--- config.mk ---
export PLATFORM = sky130hd
export DESIGN_NAME = rft_ctrl
export DESIGN_NICKNAME = d
export VERILOG_FILES = /design/src/sv/rft_pkg.sv /design/src/sv/rft_ctrl.sv
export VERILOG_INCLUDE_DIRS = /design/src /design/src/sv
export SDC_FILE = /design/constraint.sdc
export NUM_CORES = 1
export LEC_CHECK = 0
export ABC_CLOCK_PERIOD_IN_PS = 1200
export BUFFER_PORTS_ARGS = -buffer_cell sky130_fd_sc_hd__buf_2
export CORE_AREA = 2 2 39 41
export CTS_BUF_LIST = sky130_fd_sc_hd__clkbuf_4
export DETAILED_ROUTE_END_ITERATION = 10
export DIE_AREA = 0 0 41 43
export GPL_TIMING_DRIVEN = 0
export PLACE_DENSITY = 0.47
export SETUP_SLACK_MARGIN = 0.02
export SLEW_MARGIN = 20
export SYNTH_ARGS = -nofsm -noshare
export SYNTH_HDL_FRONTEND = slang
export SYNTH_SLANG_ARGS = --single-unit
--- constraint.sdc ---
create_clock -name clk -period 1.2 [get_ports clk]
set_input_delay 0.06 -clock clk [delete_from_list [all_inputs] [get_ports clk]]
set_output_delay 0.06 -clock clk [all_outputs]
set_load 0.03 [all_outputs]
--- src/sv/repeated_failure_tracker_core_defines.svh ---
// assertion helpers for the tracker controller
`ifndef REPEATED_FAILURE_TRACKER_CORE_DEFINES_SVH
`define REPEATED_FAILURE_TRACKER_CORE_DEFINES_SVH

// same-cycle implication, checked outside reset
`define RFT_ASSERT_NOW(lbl, ante, cons) \
  lbl: assert property (@(posedge clk) disable iff (rst) (ante) |-> (cons)) \
    else $error("tracker check failed");

// next-cycle implication, checked outside reset
`define RFT_ASSERT_NEXT(lbl, ante, cons) \
  lbl: assert property (@(posedge clk) disable iff (rst) (ante) |=> (cons)) \
    else $error("tracker check failed");

`endif

--- src/sv/rft_pkg.sv ---
package rft_pkg;

  localparam int TABLE_DEPTH = 256;
  localparam int AW = $clog2(TABLE_DEPTH);
  localparam int CW = AW + 1;

  localparam int ID_W   = 64;
  localparam int TIME_W = 48;
  localparam int CNT_W  = 16;
  localparam int WIN_W  = 32;
  localparam int RISK_W = 9;
  localparam int CFG_DATA_W = 32;

  localparam logic [RISK_W-1:0] RISK_CRIT = 9'd205;
  localparam logic [RISK_W-1:0] RISK_ERR  = 9'd128;

  localparam logic [1:0] STAT_TIMEOUT    = 2'd1;
  localparam logic [1:0] STAT_VALIDATION = 2'd2;

  localparam logic [1:0] SEV_WARNING  = 2'd0;
  localparam logic [1:0] SEV_ERROR    = 2'd1;
  localparam logic [1:0] SEV_CRITICAL = 2'd2;

  typedef enum logic [2:0] {
    KIND_FAILURE    = 3'd0,
    KIND_ROLLBACK   = 3'd1,
    KIND_HIGH_RISK  = 3'd2,
    KIND_REPEATED   = 3'd3,
    KIND_TIMEOUT    = 3'd4,
    KIND_VALIDATION = 3'd5,
    KIND_SUCCESS    = 3'd6
  } kind_t;

  typedef enum logic [2:0] {
    ACT_NONE       = 3'd0,
    ACT_LOG        = 3'd1,
    ACT_ALERT      = 3'd2,
    ACT_QUARANTINE = 3'd3,
    ACT_ROLLBACK   = 3'd4,
    ACT_MANUAL     = 3'd5
  } act_t;

  typedef enum logic [2:0] {
    CFG_MASK   = 3'd0,
    CFG_TRACK  = 3'd1,
    CFG_THRESH = 3'd2,
    CFG_WINDOW = 3'd3,
    CFG_RISK   = 3'd4
  } cfg_idx_t;

  typedef enum logic [2:0] {
    S_IDLE,
    S_LOOKUP,
    S_EVICT,
    S_UPDATE,
    S_FINISH
  } state_t;

  typedef struct packed {
    logic [ID_W-1:0]   id;
    logic [CNT_W-1:0]  count;
    logic [TIME_W-1:0] first;
    logic [TIME_W-1:0] last;
  } entry_t;

  typedef struct packed {
    logic load_item;
    logic scan_start;
    logic scan_step;
    logic evict_mode;
    logic do_update;
    logic load_result;
  } cmd_t;

  typedef struct packed {
    logic item_ok;
    logic track;
    logic lk_done;
    logic lk_hit;
    logic ev_done;
    logic full;
    logic out_free;
  } sts_t;

endpackage

--- src/sv/rft_ctrl.sv ---
`include "repeated_failure_tracker_core_defines.svh"

module rft_ctrl (
  input  logic          clk,
  input  logic          rst,
  input  logic          in_valid,
  output logic          in_ready,
  input  rft_pkg::sts_t sts,
  output rft_pkg::cmd_t cmd
);
  import rft_pkg::*;

  state_t state, state_next;

  // state register
  always_ff @(posedge clk) begin
    if (rst) begin
      state <= S_IDLE;
    end else begin
      state <= state_next;
    end
  end

  // next state
  always_comb begin
    state_next = state;
    unique case (state)
      S_IDLE: begin
        if (in_valid) state_next = S_LOOKUP;
      end
      S_LOOKUP: begin
        if (sts.item_ok) begin
          state_next = S_FINISH;
        end else if (sts.lk_done) begin
          if (!sts.track) state_next = S_FINISH;
          else if (sts.lk_hit || !sts.full) state_next = S_UPDATE;
          else state_next = S_EVICT;
        end
      end
      S_EVICT: begin
        if (sts.ev_done) state_next = S_UPDATE;
      end
      S_UPDATE: state_next = S_FINISH;
      S_FINISH: begin
        if (sts.out_free) state_next = S_IDLE;
      end
      default: state_next = S_IDLE;
    endcase
  end

  // command outputs
  always_comb begin
    cmd = '0;
    in_ready = 1'b0;
    unique case (state)
      S_IDLE: begin
        in_ready = 1'b1;
        cmd.load_item = in_valid;
        cmd.scan_start = in_valid;
      end
      S_LOOKUP: begin
        cmd.scan_step = 1'b1;
        if (!sts.item_ok && sts.lk_done && sts.track && !sts.lk_hit && sts.full) begin
          cmd.scan_start = 1'b1;
          cmd.evict_mode = 1'b1;
        end
      end
      S_EVICT: begin
        cmd.scan_step = 1'b1;
        cmd.evict_mode = 1'b1;
      end
      S_UPDATE: cmd.do_update = 1'b1;
      S_FINISH: cmd.load_result = sts.out_free;
      default: cmd = '0;
    endcase
  end

  `RFT_ASSERT_NEXT(a_update_then_finish, state == S_UPDATE, state == S_FINISH)
  `RFT_ASSERT_NOW(a_result_needs_room, cmd.load_result, sts.out_free)
  `RFT_ASSERT_NOW(a_evict_only_full, state == S_EVICT, sts.full && sts.track)

endmodule

Word level (Yosys, flattened, before mapping)
Index checks and enable logic that the tools add are counted.

storage, ports and cells
  flip-flop bits (word level) = 3
  bits of input ports = 10

operators by class
  reductions and logical operators = 10
  eq/ne operators = 8
  multiplexer cells = 15

operators with widths
  cell                                                 number
  2-to-1 mux 3 bit                                     6
  one-hot mux 3 bit (5 select lines)                   1
  equality test 3 x 2 -> 1 bit, second input constant  2
  2-to-1 mux 1 bit                                     6
  != test 2 bit, second input constant                 3
  logical AND 1 bit                                    4
  one-hot mux 2 bit (2 select lines)                   1
  AND reduction 4 bit                                  1
  equality test 3 x 1 -> 1 bit, second input constant  1
  equality test 3 bit, second input constant           1
  zero test 1 bit                                      3
  zero test 3 bit                                      1
  != test 3 bit, second input constant                 1
  one-hot mux 1 bit (2 select lines)                   1
  logical OR 1 bit                                     1

Logic depth before layout (Yosys ltp)
  word-level depth = 7
  depth in mapped cells = 4
  gate-level depth less buffers = 3

Worst setup path before layout
Ideal clock, no wire load.

  path kind = flip-flop to output port
  start point = reg state[1]
  end point = out cmd[4] (netlist bit)
  arrival time = 1.668 ns
  path slack = -0.528 ns
  stages on the path, launching flop included = 5
  buffers on the path = 1
  path through = dfxtp_1 -> buf_4 -> nor3_2 -> and2_1 -> nand2b_1

RTL lines
  what                    line            source
  start, declared         rft_ctrl.sv:13  state_t state, state_next;
  start signal, assigned  rft_ctrl.sv:20  state <= state_next;
  end, declared           rft_ctrl.sv:9   output rft_pkg::cmd_t cmd

==> summary.txt <==
STA
  – Final worst setup slack: -0.188 ns
  – RSZ-0062 raised after global routing: yes
  – Final critical-path share of the clock period: 1.16
  – Crit path time final: 1.39 ns
  – Final slew viol count: 0
  – Relative slew slack: 0.819
  – Worst slew pin tran: 0.268 ns
  – Setup violators final: 4
  – Fmax: 721 MHz
  – WHS: 0.0522 ns
  – Final Hold Viols: 0
  – Setup TNS: -0.422 ns
  – Clk_skew: 0.00360 ns

CTS
  – Clk sinks: 3
  – Num CTS Buffers: 3
  – CTS tree: built
  – Worst-skew pair later-pin latency: 0.23 ns
  – # hold bufs at CTS: 0
  – Worst-path clk slew: 0.04 ns
  – Clk root buf: clkbuf_4
  – CTS max path bufs: 2
  – CTS H-tree depth: 1

GRT
  – Largest net degree at the start of global routing: 11
  – Remaining global-route overflow: 0
  – Vias in the first global route: 256
  – Initial antenna violation count: 0
  – Gr usage total: 0.0883
  – First-pass GRT wire length: 993 µm

Synthesis
  – Syn_nets: 44
  – Seq/Total Area, Yosys: 0.225
  – Synth Register Bits: 3
  – Post-synthesis cell count: 34
  – Unique masters post-synth: 24
  – Synth Cell Area: 267 µm²
  – Yosys Warn Count: 0
  – Syn avg cell area: 7.84 µm²

Setup path
  – CP endpoint kind: output pin
  – Reg2reg path depth: 4
  – Data required, critical path: 1.14 ns
  – WP buf/inv: 1
  – CP max FO: 2
  – Crit-path max cell delay: 0.32 ns
  – Critical Path Source Type: register
  – Cell family with most CP delay: simple AND/OR/NAND/NOR gates
  – Worst setup path category: reg2out
  – CP Cell Sequence: nor4b_4, nand4_1, nand2_1, buf_6
  – Critical path's slowest cell: dfxtp_2
  – WP depth: 4
  – Crit path DAT: 1.33 ns

Finish
  – Max reg flops: 3
  – Filler instances: 149
  – Largest reg by FF count: state
  – Fin cells: 73
  – Final Cell Area: 510 µm²
  – # nets final: 68
  – Layout cells sized above 1: 0.632
  – Top Registers: state x3
  – Synth-to-Final Area Change: 91.5%
  – # diodes: 0

Routing
  – Avg Vias per Cell: 4.63
  – Routed via count: 338
  – DR pass1 iterations: 4
  – Routed length per placed instance: 10.1 µm
  – Final ANT Viol Nets: 0
  – Total Wirelength: 740 µm
  – DR iter-0 viols: 6
  – Drt drc: 0

Die
  – Starting Density: 0.193
  – Die area: 0.00176 mm²
  – Die W: 41 µm
  – # rows: 14
  – Core Box Area: 0.00138 mm²
  – Die height: 43 µm
  – I/O pins: 17

Placement
  – Cells after DPL: 66
  – Final HPWL DP: 573 µm
  – Placed Area: 389 µm²
  – I/O Buffers: 16
  – RD Place Congestion: 0.766

Min path
  – WHS Path Cells: 2
  – HP Class: in2reg

Power and ir drop
  – Max VDD drop: 814 µV
  – P_leak: 0.000230 µW
  – Power Total: 590 µW
  – PD cells: 1160 mW/mm²

Job
  – Max cap viols: 0

Status
  – Outcome: finished with violations
  – Failing checks: setup timing
[cells by family after synthesis]
kind of cell | synth area share
compound gates | 0.155
xor+xnor | 0.0329
buf+inv | 0.0751
flops | 0.225
simple gates | 0.512
[cell type report]
cell class                 count  area, µm²  area share
buffer                         2       18.8      0.0368
clock buffer                   4       30.0      0.0588
inverter                       2       7.51      0.0147
multi-input combinational     27        220       0.431
sequential                     3       66.3       0.130
tap                           16       20.0      0.0392
timing repair buffer          19        148       0.289
[power by group]
part           switching [µW]  total (µW)  internal (µW)
clock network            49.7         197            147
registers                9.18         120            111
logic                     135         273            138
[through the flow]
| stage | utilization | setup slack, ns |
|---|---|---|
| floorplan | - | -0.105 |
| global placement | 0.281 | -0.162 |
| detailed placement | 0.281 | -0.156 |
| CTS | 0.360 | -0.197 |
| global route | 0.369 | -0.247 |
| finish | 0.369 | -0.188 |
[layout by cell type, fill, tap and decap left out, drive strengths merged]
cell,count
a21oi,3
a31o,1
and2,1
and3,2
buf,21
clkbuf,4
dfxtp,3
inv,2
nand2,1
nand2b,1
nand3,1
nand3b,2
nand4,1
nor2,3
nor2b,2
nor3,3
nor3b,1
nor4b,2
o311ai,1
o41ai,1
xnor2,1
[Yosys cell counts, drive strengths merged]
library cell | count | area, µm²
a21oi | 3 | 15.0
a31o | 1 | 8.76
and2 | 1 | 6.26
and3 | 2 | 13.8
buf | 2 | 12.5
dfxtp | 3 | 60.1
inv | 2 | 7.51
nand2 | 1 | 3.75
nand2b | 1 | 6.26
nand3 | 1 | 5.00
nand3b | 2 | 15.0
nand4 | 1 | 6.26
nor2 | 3 | 11.3
nor2b | 2 | 12.5
nor3 | 3 | 20.0
nor3b | 1 | 12.5
nor4b | 2 | 23.8
o311ai | 1 | 8.76
o41ai | 1 | 8.76
xnor2 | 1 | 8.76
[worst paths after layout]
| check | slack, ns | end | from |
|---|---|---|---|
| worst max-delay path | -0.19 | cmd[2] | state[1]$_SDFFE_PP0P_ |
| worst min-delay path | 0.05 | state[2]$_SDFFE_PP0P_ | rst |
| worst max register to register | 0.08 | state[0]$_SDFFE_PP0P_ | state[1]$_SDFFE_PP0P_ |
| worst min register to register | 0.62 | state[2]$_SDFFE_PP0P_ | state[0]$_SDFFE_PP0P_ |
[timing repair]
item,4_1_cts,5_1_grt
gates resized for setup,15,4
setup buffers,3,0
cloned,0,0
endpoints found under the hold margin,0,0
setup endpoints to repair,6,8
pin swaps,2,0
[metal layers]
layer | vias up | part of all wire | GRT usage
met2 | 16 | 0.45 | 0.134
met4 | 0 | 0 | 0.0400
li1 | 171 | - | -
met3 | 0 | 0.085 | 0.0628
met1 | 151 | 0.46 | 0.0865
met5 | - | 0 | 0
(Power assumes the default switching activity.)
